### src/hdl/psa_ram.sv
// ----------------------------------------------------------------------------
// psa_ram
// Generic single write port, single read port RAM with registered read data.
// ----------------------------------------------------------------------------
module psa_ram #(
  parameter int Width = 16,
  parameter int Depth = 256
) (
  input  logic                     clk_i,
  input  logic                     we_i,
  input  logic [$clog2(Depth)-1:0] waddr_i,
  input  logic [Width-1:0]         wdata_i,
  input  logic                     re_i,
  input  logic [$clog2(Depth)-1:0] raddr_i,
  output logic [Width-1:0]         rdata_o
);

  logic [Width-1:0] mem_q [Depth];
  logic [Width-1:0] rdata_q;

  always_ff @(posedge clk_i) begin
    if (we_i) begin
      mem_q[waddr_i] <= wdata_i;
    end
    if (re_i) begin
      rdata_q <= mem_q[raddr_i];
    end
  end

  assign rdata_o = rdata_q;

endmodule

### config.mk
export PLATFORM = sky130hd
export DESIGN_NAME = psa_ram
export DESIGN_NICKNAME = d
export VERILOG_FILES = /design/src/hdl/psa_ram.sv
export SDC_FILE = /design/constraint.sdc
export NUM_CORES = 2
export LEC_CHECK = 0
export BUFFER_PORTS_ARGS = -buffer_cell sky130_fd_sc_hd__buf_2
export CAP_MARGIN = 20
export CORE_MARGIN = 2
export CORE_UTILIZATION = 45
export CTS_BUF_LIST = sky130_fd_sc_hd__clkbuf_8
export CTS_CLUSTER_SIZE = 25
export DETAILED_ROUTE_END_ITERATION = 7
export PLACE_DENSITY_LB_ADDON = 0.12
export SLEW_MARGIN = 10
export SYNTH_ARGS = -nofsm -noshare
export SYNTH_HDL_FRONTEND = slang
export SYNTH_SLANG_ARGS = --single-unit
### constraint.sdc
create_clock -name clk_i -period 3.2 [get_ports clk_i]
set_input_delay 0.64 -clock clk_i [delete_from_list [all_inputs] [get_ports clk_i]]
set_output_delay 0.64 -clock clk_i [all_outputs]
set_load 0.01 [all_outputs]
-- Word level (Yosys, flattened, before mapping)
Memories as Yosys holds them, arrays and structs flattened. A register that Yosys moved wholly into a read port is not among the register bits.
Cells that the tools add are included.
- mux-type cells: 2
- operator list (kind ; number):
    $mux W1 ; 2
- output and inout bits: 16
- input bits: 35
- bits in writable memories: 4096
- register bits after elaboration: 0
- memories kept: 1
- word-level logic and storage cells: 3
- memories (memory ; words ; width ; rd ports ; clocked after memory_dff ; wr ports ; RTL line ; source):
    mem_q ; 256 ; 16 ; 1 ; 1 ; 1 ; 18 ; logic [Width-1:0] mem_q [Depth];

-- Longest topological paths before layout
- depth in word-level cells: 2
- mapped depth: 12
- mapped depth without buffers: 6

-- Worst setup path before layout
Ideal clock, no wire load.
- path type: input to register
- start point: in raddr_i[0]
- end point: reg rdata_q[4], in the netlist rdata_o[4], read port of mem_q, data pin
- data required time: 2.935 ns
- stages: 8
- path slack: 0.311 ns
- path buffers: 3
- data arrival time: 2.624 ns
- library setup time: 0.265 ns
- cells stage by stage: buf_6 > buf_6 > buf_2 > mux4_2 > mux4_2 > a22o_1 > o32ai_2 > nor4_2
- RTL lines (element ; RTL line ; source):
    from (decl) ; 14 ; input logic [$clog2(Depth)-1:0] raddr_i,
    to (decl) ; 19 ; logic [Width-1:0] rdata_q;

==> reports/qor.csv <==
metric;value;unit
hold_viol;0;
worstSetupStartpoint;mem_q[11][8];
worstSetupStartpointType;flop;
r2r_start;mem_q[11][8];
antenna_found_initial;30;
clock_sinks;4112;
nNetsFinal;8768;
clock_skew;0.05983;ns
via_per_inst;5.898;
io_pins;51;
fin_crit_sh;0.9932;
final_cell_mix;edfxtp_1 (4112), buf_4 (914), mux4_2 (797), clkbuf_8 (688), mux2i_1 (565);
io_buffers;50;
wl_per_cell;32.56;um
dieHeight;598.2;um
drc;0;
mappedNetlistNets;7395;
p_leak;0.06087;uW
irDropWorstVdd;0.0004875;V
r2r_cells;8;
dp_cells;12770;
cp_max_fo;1;
yosys.area.top_type_share;0.7772;
core.rowCount;218;
outcome;finished clean;
place.gp.congestion;0.8943;
yosysTopAreaCell;edfxtp_1;
drtPass1Iterations;6;
drv_slew;0;
grt_pass1_vias;83240;
slew_headroom;0.2302;
netlist_area;158900;um^2
powerDensity;579.3;nW/um^2
die_x;598.2;um
post_cts_buffers;0;
stdcell_count;13980;
wirelength;455200;um
synth_cells;7360;
path_class;reg2reg;
clkLatencyLatePin;1.23;ns
r2r_end;rdata_o[8];
grt-busiest-layer;met2;
ys.flop_type;edfxtp_1;
met2_usage;0.3976;
synth_area_leaders;edfxtp_1 (78%), mux4_2 (11%), mux2i_1 (3.6%);
htreeDepth;6;
total_power;107300;uW
tightest_slew;1.155;ns
ff2ff_setup_slack;0.02;ns
grt_use_met3;0.04879;
cts_buffer_depth;4;
hold_path_class;in2reg;
crit_path_end;rdata_o[8];
hold-worst-slack;0.2804;ns
grt_setup_unrepaired;false;
dp_hpwl;280800;um
antenna_left;0;
ys_warn_count;0;
routed-via-count;82480;
core;352100;um^2
synth-edff-count;4112;
grtUsageTotal;0.2528;
area_growth;16.62;%
initial_core_util;0.4512;
period_needed;3.178;ns
cts_root_buffer;clkbuf_8;
setup_viol;0;
maxCapViolCount;0;
first_iter_violations;9586;
use_met1;0.3566;
cts.clk_slew.worst_paths;0.06;ns
grt_pass1_wl;636000;um
drive_gt1_frac;0.3211;
cts_inserted_buffers;675;
cp.required;4.18;ns
cts_tree;built;
fin_util;0.5262;
ys_types;51;
avgSynthCellArea;21.59;um^2
synth_seq_area_share;0.7772;
fillCellCount;27690;
dieArea;357800;um^2
final_common_cell;edfxtp_1;
pre_cts_ws;-1.213;ns
crit_path_end_kind;flop;
cp_data_arrival_time;4.16;ns
synth-seq-cells;4112;
overflow;0;
async_reset_ff_frac;0;
worst_slack;0.02186;ns
grt_max_degree;137;
fmax;314.7;MHz
-- worst max-delay path, cell delays in order (launching register included) --
cell and delay, ns:
edfxtp_1 0.36, mux4_2 0.48, mux2_2 0.31, a22oi_1 0.47, nand2_1 0.35, buf_12 0.23
o32ai_2 0.44, buf_4 0.23, nor4_1 0.06
-- per-layer routing --
layer  share of wire  vias to the layer above  wire, um
met5        0.000053                        -        24
met4           0.034                        4     15510
met3           0.079                      699     35860
met2            0.47                     3335    215700
met1            0.41                    44270    188200
li1                -                    34170         -
-- through the flow --
step                      setup TNS, ns  cell area, um^2
after global placement           -12.29           173200
final                                 0           185300
after floorplan                       0           158900
after CTS                             0           185200
after detailed placement         -12.27           173200
after global routing                  0           185300
-- kinds of logic after synthesis --
family / count (synthesis) / synth area share
and+or+nand+nor: 556 / 0.01573
muxes: 1450 / 0.1548
DFF: 4112 / 0.7772
buffers and inverters: 456 / 0.01692
AOI/OAI and AO/OA: 786 / 0.03534
-- final cells by class --
class	count	area, um^2	area share
Antenna cell	15	37.54	0.0002026
Clock buffer	687	9455	0.05103
Clock inverter	495	2410	0.01301
Inverter	4	27.53	0.0001486
Multi-Input combinational cell	2792	33130	0.1788
Sequential cell	4112	123500	0.6664
Tap cell	4730	5918	0.03194
Timing Repair Buffer	1148	10830	0.05843
-- cells in the mapped netlist (2+ instances only) --
cell,instances
a2111oi_0,6
a211oi_1,18
a21o_1,2
a21oi_1,175
a221oi_1,28
a22o_1,32
a22oi_1,43
a31oi_1,6
and3_1,11
and4_1,2
buf_1,27
buf_12,5
buf_2,76
buf_4,26
buf_6,77
buf_8,11
clkbuf_1,230
edfxtp_1,4112
inv_1,3
mux2_2,88
mux2i_1,565
mux4_2,797
nand2_1,38
nand2b_1,3
nand3_1,35
nand4_1,26
nand4b_1,3
nor2_1,304
nor2b_1,9
nor3_1,92
nor4_1,17
nor4bb_1,2
o21ai_0,37
o221ai_1,252
o22ai_1,148
o31ai_1,16
o32ai_1,20
or2_2,4
or3_1,2
-- sequential cells by signal, indices dropped and copies added (netlist names) --
register	flops
rdata_o	16
mem_q	4096
-- report_power, final --
part	internal, uW	switching (uW)	total, uW
logic	2490	3960	6440
clock network	20600	20800	41400
registers	59400	84.6	59500
-- repair_timing --
action / CTS / global route
resized for setup: 4 / 0
endpoints found under the setup margin: 4 / 0
hold endpoints to repair: 839 / 0
hold buffers: 17 / 0
-- worst min path at each step --
stage | from | to | slack [ns] | depth (start not counted)
floorplan | wdata_i[0] | mem_q[0][0] | 0.74 | 0
global placement | wdata_i[10] | mem_q[89][10] | 0.94 | 1
detailed placement | wdata_i[10] | mem_q[89][10] | 0.94 | 1
CTS | waddr_i[6] | mem_q[222][11] | 0.15 | 4
global route | waddr_i[6] | mem_q[222][11] | 0.22 | 4
finish | waddr_i[7] | mem_q[222][11] | 0.28 | 4
Power figures use the tool's default switching activity.
