$ cat src/hdl/psa_pkg.sv
// ----------------------------------------------------------------------------
// psa_pkg
// Shared sizes, widths, command and status codes, and the slot search result
// type of the page slot allocator.
// ----------------------------------------------------------------------------
package psa_pkg;

  localparam int MaxPages = 256;
  localparam int MaxSlots = 16;

  localparam int PageW  = 9;
  localparam int SlotW  = 4;
  localparam int CountW = 13;
  localparam int CfgW   = 5;
  localparam int CmdW   = 2;
  localparam int StatW  = 2;

  localparam logic [CountW-1:0] CountMax   = 13'd8191;
  localparam logic [CfgW-1:0]   SlotsReset = 5'd16;

  localparam logic [CmdW-1:0] CmdInsert = 2'd0;
  localparam logic [CmdW-1:0] CmdDelete = 2'd1;
  localparam logic [CmdW-1:0] CmdCheck  = 2'd2;

  localparam logic [StatW-1:0] StatOk       = 2'd0;
  localparam logic [StatW-1:0] StatNotFound = 2'd1;
  localparam logic [StatW-1:0] StatFull     = 2'd2;

  typedef struct packed {
    logic             found;
    logic [SlotW-1:0] idx;
    logic             fill;
    logic             hit;
  } psa_find_t;

endpackage

$ cat src/hdl/psa_slot_find.sv
// ----------------------------------------------------------------------------
// psa_slot_find
// Slot search on one page flag word: lowest free slot, whether taking it
// fills the page, and whether a given slot is valid and occupied.
// ----------------------------------------------------------------------------
module psa_slot_find
  import psa_pkg::*;
(
  input  logic [MaxSlots-1:0] occ_i,
  input  logic [CfgW-1:0]     slots_i,
  input  logic [SlotW-1:0]    slot_i,
  output psa_find_t           find_o
);

  logic [CfgW-1:0]     n_eff;
  logic [MaxSlots-1:0] mask;
  logic [MaxSlots-1:0] free_vec;
  logic [MaxSlots-1:0] occ_new;
  logic [MaxSlots-1:0] occ_sh;
  logic [SlotW-1:0]    idx;

  always_comb begin
    if (slots_i == '0) begin
      n_eff = CfgW'(1);
    end else if (32'(slots_i) > MaxSlots) begin
      n_eff = CfgW'(MaxSlots);
    end else begin
      n_eff = slots_i;
    end
    for (int i = 0; i < MaxSlots; i++) begin
      mask[i] = (i < int'(n_eff));
    end
  end

  assign free_vec = ~occ_i & mask;

  always_comb begin
    idx = '0;
    for (int i = MaxSlots - 1; i >= 0; i--) begin
      if (free_vec[i]) begin
        idx = SlotW'(i);
      end
    end
  end

  assign occ_new = occ_i | (MaxSlots'(1) << idx);
  assign occ_sh  = occ_i >> slot_i;

  assign find_o.found = |free_vec;
  assign find_o.idx   = idx;
  assign find_o.fill  = ((~occ_new & mask) == '0);
  assign find_o.hit   = (32'(slot_i) < 32'(n_eff)) && occ_sh[0];

endmodule

$ cat config.mk
export PLATFORM = sky130hd
export DESIGN_NAME = psa_slot_find
export DESIGN_NICKNAME = d
export VERILOG_FILES = /design/src/hdl/psa_pkg.sv /design/src/hdl/psa_slot_find.sv
export SDC_FILE = /design/constraint.sdc
export NUM_CORES = 1
export LEC_CHECK = 0
export ABC_CLOCK_PERIOD_IN_PS = 2800
export BUFFER_PORTS_ARGS = -buffer_cell sky130_fd_sc_hd__buf_4
export CAP_MARGIN = 30
export CORE_UTILIZATION = 30
export DETAILED_ROUTE_END_ITERATION = 8
export GPL_ROUTABILITY_DRIVEN = 0
export GPL_TIMING_DRIVEN = 0
export PLACE_DENSITY = 0.6
export REMOVE_ABC_BUFFERS = 1
export SLEW_MARGIN = 0
export SYNTH_ARGS = -nofsm -noshare
export SYNTH_HDL_FRONTEND = slang
export SYNTH_SLANG_ARGS = --single-unit
$ cat constraint.sdc
create_clock -name vclk -period 2.8
set_input_delay 0.14 -clock vclk [all_inputs]
set_output_delay 0.14 -clock vclk [all_outputs]
set_load 0.01 [all_outputs]
# After elaboration in Yosys (flattened, before gate mapping)
# Index checks and enable logic that the tools add are counted.
[op_classes]
reduce_logical = 4
addsub = 0
shifts = 2
div = 0
order_cmp = 18
n_mul = 0
n_eq_ne = 0
mux = 18
bitwise_logic = 5
[op_table]
columns = ["cell", "n"]
rows = [
  ["4-bit two-way mux", 16],
  ["4-bit by 5-bit less-than comparator with 1-bit output, first input constant", 8],
  ["16-bit AND", 2],
  ["16-bit NOT", 2],
  ["3-bit by 5-bit less-than comparator with 1-bit output, first input constant", 4],
  ["16-bit zero test", 1],
  ["16-bit bitwise OR", 1],
  ["16-bit OR reduction", 1],
  ["1-bit by 4-bit left shift with 16-bit output, first input constant", 1],
  ["16-bit by 4-bit right shift with 1-bit output", 1],
  ["1-bit by 5-bit less-than comparator with 1-bit output, first input constant", 2],
  ["2-bit by 5-bit less-than comparator with 1-bit output, first input constant", 2],
  ["5-bit two-way mux", 2],
  ["5-bit > comparator, second input constant", 1],
  ["5-bit zero test", 1],
  ["4-bit by 5-bit less-than comparator with 1-bit output", 1],
  ["1-bit logical AND", 1],
]
[totals]
word_cells = 47
in_bits = 25
ram_bits = 0
reg_bits = 0
memories = 0
output_inout_bits = 7
latch_bits = 0
romBits = 0

# Longest topological paths before layout
[depth]
ltp_word = 26
mapped_depth = 10
depth_no_buf = 8

# Worst setup path after synthesis
# OpenSTA, ideal clock, no wires.
[synth_timing]
path_kind = "input-to-output"
startpoint = "input port slots_i[4]"
endpoint = "output port find_o[1] in the netlist's numbering"
stages = 9
path_slack_ps = 316
arrival_ps = 2344
cell_sequence = "buf_6 -> or4b_4 -> nand3_2 -> nand2_2 -> or4_4 -> a31oi_4 -> a32oi_1 -> a2111o_1 -> nor3_2"
[synth_rtl]
columns = ["element", "line", "text"]
rows = [
  ["start: declaration", "psa_slot_find.sv:10", "input logic [CfgW-1:0] slots_i,"],
  ["end: declaration", "psa_slot_find.sv:12", "output psa_find_t find_o"],
]

==> results.txt <==
The power share of the combinational group came out at 1.000. Summed over all nets, the half-perimeter wirelength after detailed placement is 2501 um. Sequential cells placed in the final layout were counted as 0. The antenna diode count is 0.

The floorplan has 19 rows. The first-pass detailed-route iteration total came out at 6. The sequential share of power is 0.

The internal power component came out at 0.00009338 W. The final-report hold violation count is 0. Max-cap violations in this run came to 0. Of the post-synthesis cell area, the dominant cell type holds 0.1213.

The count of cell types in the netlist came out at 51. The tightest min-delay check is of the input pin to output pin type. The area growth from synthesis to layout is 33.69%.

The average instance in the mapped netlist occupies 7.141 um^2. STA classifies the critical path startpoint as an input pin. After layout, the clock buffer instance count stands at 0.

The count of filler cells inserted in the layout is 305. The area of the mapped netlist came out at just over 900 um^2. The flow ran to the end, but the final reports show violations. By startpoint and endpoint, the worst setup path is classified as input pin to output pin. The final count of negative-setup-slack endpoints came out at 0. The worst hold path passes through 3 cells.

The power share of the clock group came out at 0. The via count is 1,202. The arrival time reported for the critical path endpoint came out at 2.58 ns.

The area of all placed cells without fillers came out at 1241 um^2. The number of pins exceeding their max-slew limit in the final report came out at 0. The path with the worst hold slack has its endpoint at find_o[2]. After global routing the overflow that remains totals 0. The post-route fraction of the period consumed by the critical path came out at 0.9709. STA puts the critical path data required time at 2.66 ns. The share of the Yosys chip area taken by registers is 0. The initial antenna violation count is 0. The relative slew slack is 0.5747. The cell area after placement is ~1200 um^2. The wire length of the first global-routing pass came out at 5313 um.

The leakage power figure is 0.5082 nW. Derived from the worst setup path, the maximum achievable clock frequency is around 370 MHz. The die outline height is 57.63 um. The overall power after layout came out at roughly 0.00020 W. The via count of the first global-routing pass is between 1k and 1.5k.

VDD sags by at most 49.41 uV. The number of hold buffers added after CTS was 0. After detailed routing, the average wire length per cell comes to 16.86 um. In the routed design, unresolved DRC markers number 3. By area the synthesized netlist is led by mux4_2, nand2_1, nor2_1. Once detail routing completed, the nets flagged for antenna violations numbered 0. The final reports fail on design-rule violations. The area used by sequential logic in the layout came out at 0 um^2. The cell accounting for the most synthesized area is mux4_2. The core area is 2853 um^2.

For this design the total switching power over the nets is 0.0001104 W. At the pin with the least slew margin, the transition time is 0.6326 ns. The number of violations reported at the end of detailed-routing iteration 0 came out at 65.

The die area is 3321 um^2. Entering global routing, the biggest net connects 18 pins. The switching portion of total power came out at 0.5417.

Synthesis produced a netlist whose cell count is 130. The warning count from the yosys run came out at 0. Input and output buffers added on the ports amount to 32. The launch point of the worst hold path is occ_i[0]. The worst setup path is captured at an output pin. The post-layout utilization of the core is 0.4351. After layout, the minimum clock period comes to 2.719 ns.

The overall routed net length is 3186 um. For this run, the total global-route usage over all layers was measured as 0.1937. Adding up every negative setup slack in the final design gives 0 ns. The routed via count divided by cell count came out at 6.360.

The total power density per cell area is 164.2 nW/um^2. The die width came out at just under 60 um. The starting density of the core came out at 0.3254. The top fanout value on the critical path came out at 17. For this design the top-level I/O count stands at 32. The final net count came out at 188.

Of the cells placed in the final design, the portion with a size suffix greater than 1 is 0.3354.
==> worst max path at each step <==
stage | to | slack [ns] | from | depth (start not counted)
floorplan | find_o[1] | 0.38 | slots_i[3] | 8
CTS | find_o[1] | 0.009 | slots_i[3] | 10
finish | find_o[1] | 0.08 | slots_i[4] | 9
global placement | find_o[1] | -0.03 | slots_i[4] | 9
global route | find_o[1] | -0.0002 | slots_i[4] | 9
detailed placement | find_o[1] | -0.06 | slots_i[4] | 9
==> layer usage <==
layer | GRT usage | wire length, um
met1 | 0.2751 | 1433
met2 | 0.3206 | 1526
met3 | 0.02679 | 227
met4 | 0.02439 | 0
met5 | 0 | 0
==> kinds of logic after synthesis <==
| group | count (synthesis) | share of synthesized area |
|---|---|---|
| compound gates | 57 | 0.4676 |
| fa+ha+maj | 3 | 0.04044 |
| buf+inv | 11 | 0.05795 |
| mux | 5 | 0.1213 |
| simple gates | 54 | 0.3127 |
==> power by group through the flow <==
stage / logic [W] / clock network (W) / registers, W
after floorplan: 0.000104 / 0 / 0
after global placement: 0.000187 / 0 / 0
after detailed placement: 0.000190 / 0 / 0
after CTS: 0.000191 / 0 / 0
after global routing: 0.000224 / 0 / 0
final: 0.000204 / 0 / 0
==> repair_timing <==
| item | in CTS | in global routing |
|---|---|---|
| endpoints found under the setup margin | 1 | 1 |
| gates resized for setup | 1 | 8 |
| pin swaps | 0 | 4 |
| buffers inserted | 0 | 3 |
==> critical path, cell delays in order <==
cell,delay [ns]
buf_4,0.18
or4b_4,0.52
nand3_4,0.12
nand2_4,0.07
or4_4,0.56
a221o_1,0.33
a2111o_1,0.36
nor3_2,0.15
buf_4,0.14
==> Yosys cell counts, types with 2 or more instances <==
cell type,number
nand2_1,15
nor2_1,15
a21oi_1,7
o21ai_0,7
mux4_2,5
a211o_1,4
a21o_1,4
buf_2,4
inv_1,4
nor3_1,4
a2111o_1,3
a31oi_1,3
ha_1,3
o21a_1,3
o21ai_1,3
a21boi_1,2
a221o_1,2
a41oi_1,2
clkbuf_1,2
nand3b_1,2
nor2b_1,2
nor4_1,2
o211ai_1,2
o22ai_1,2
o2bb2ai_1,2
==> placed cells by master, fill, tap and decap left out, types with 3 or more instances in the layout <==
| cell type | Yosys | final |
|---|---|---|
| nor2_1 | 15 | 14 |
| a31oi_1 | 3 | 3 |
| nand2_1 | 15 | 15 |
| a21o_1 | 4 | 4 |
| ha_1 | 3 | 3 |
| a2111o_1 | 3 | 3 |
| o21ai_1 | 3 | 3 |
| inv_1 | 4 | 4 |
| buf_4 | 0 | 33 |
| a21oi_1 | 7 | 7 |
| a211o_1 | 4 | 4 |
| o21a_1 | 3 | 3 |
| mux4_2 | 5 | 5 |
| nor3_1 | 4 | 4 |
| o21ai_0 | 7 | 7 |
==> layout make-up <==
class | count | area [um^2] | share of cell area
inverters | 4 | 15.01 | 0.01210
multi-input cells | 119 | 917.1 | 0.7389
well taps | 31 | 38.79 | 0.03125
repair buffers | 35 | 270.3 | 0.2177
==> metrics by stage <==
step / instances / worst slack [ns] / hold slack, ns
2_1_floorplan: 123 / 0.3790 / 0.4231
3_3_place_gp: 186 / -0.03347 / 0.6996
3_5_place_dp: 186 / -0.06371 / 0.7025
4_1_cts: 186 / 0.009273 / 0.7048
5_1_grt: 189 / -0.0002023 / 0.7234
6_report: 189 / 0.08148 / 0.7141
No activity file was read; power rests on OpenSTA's default activity.
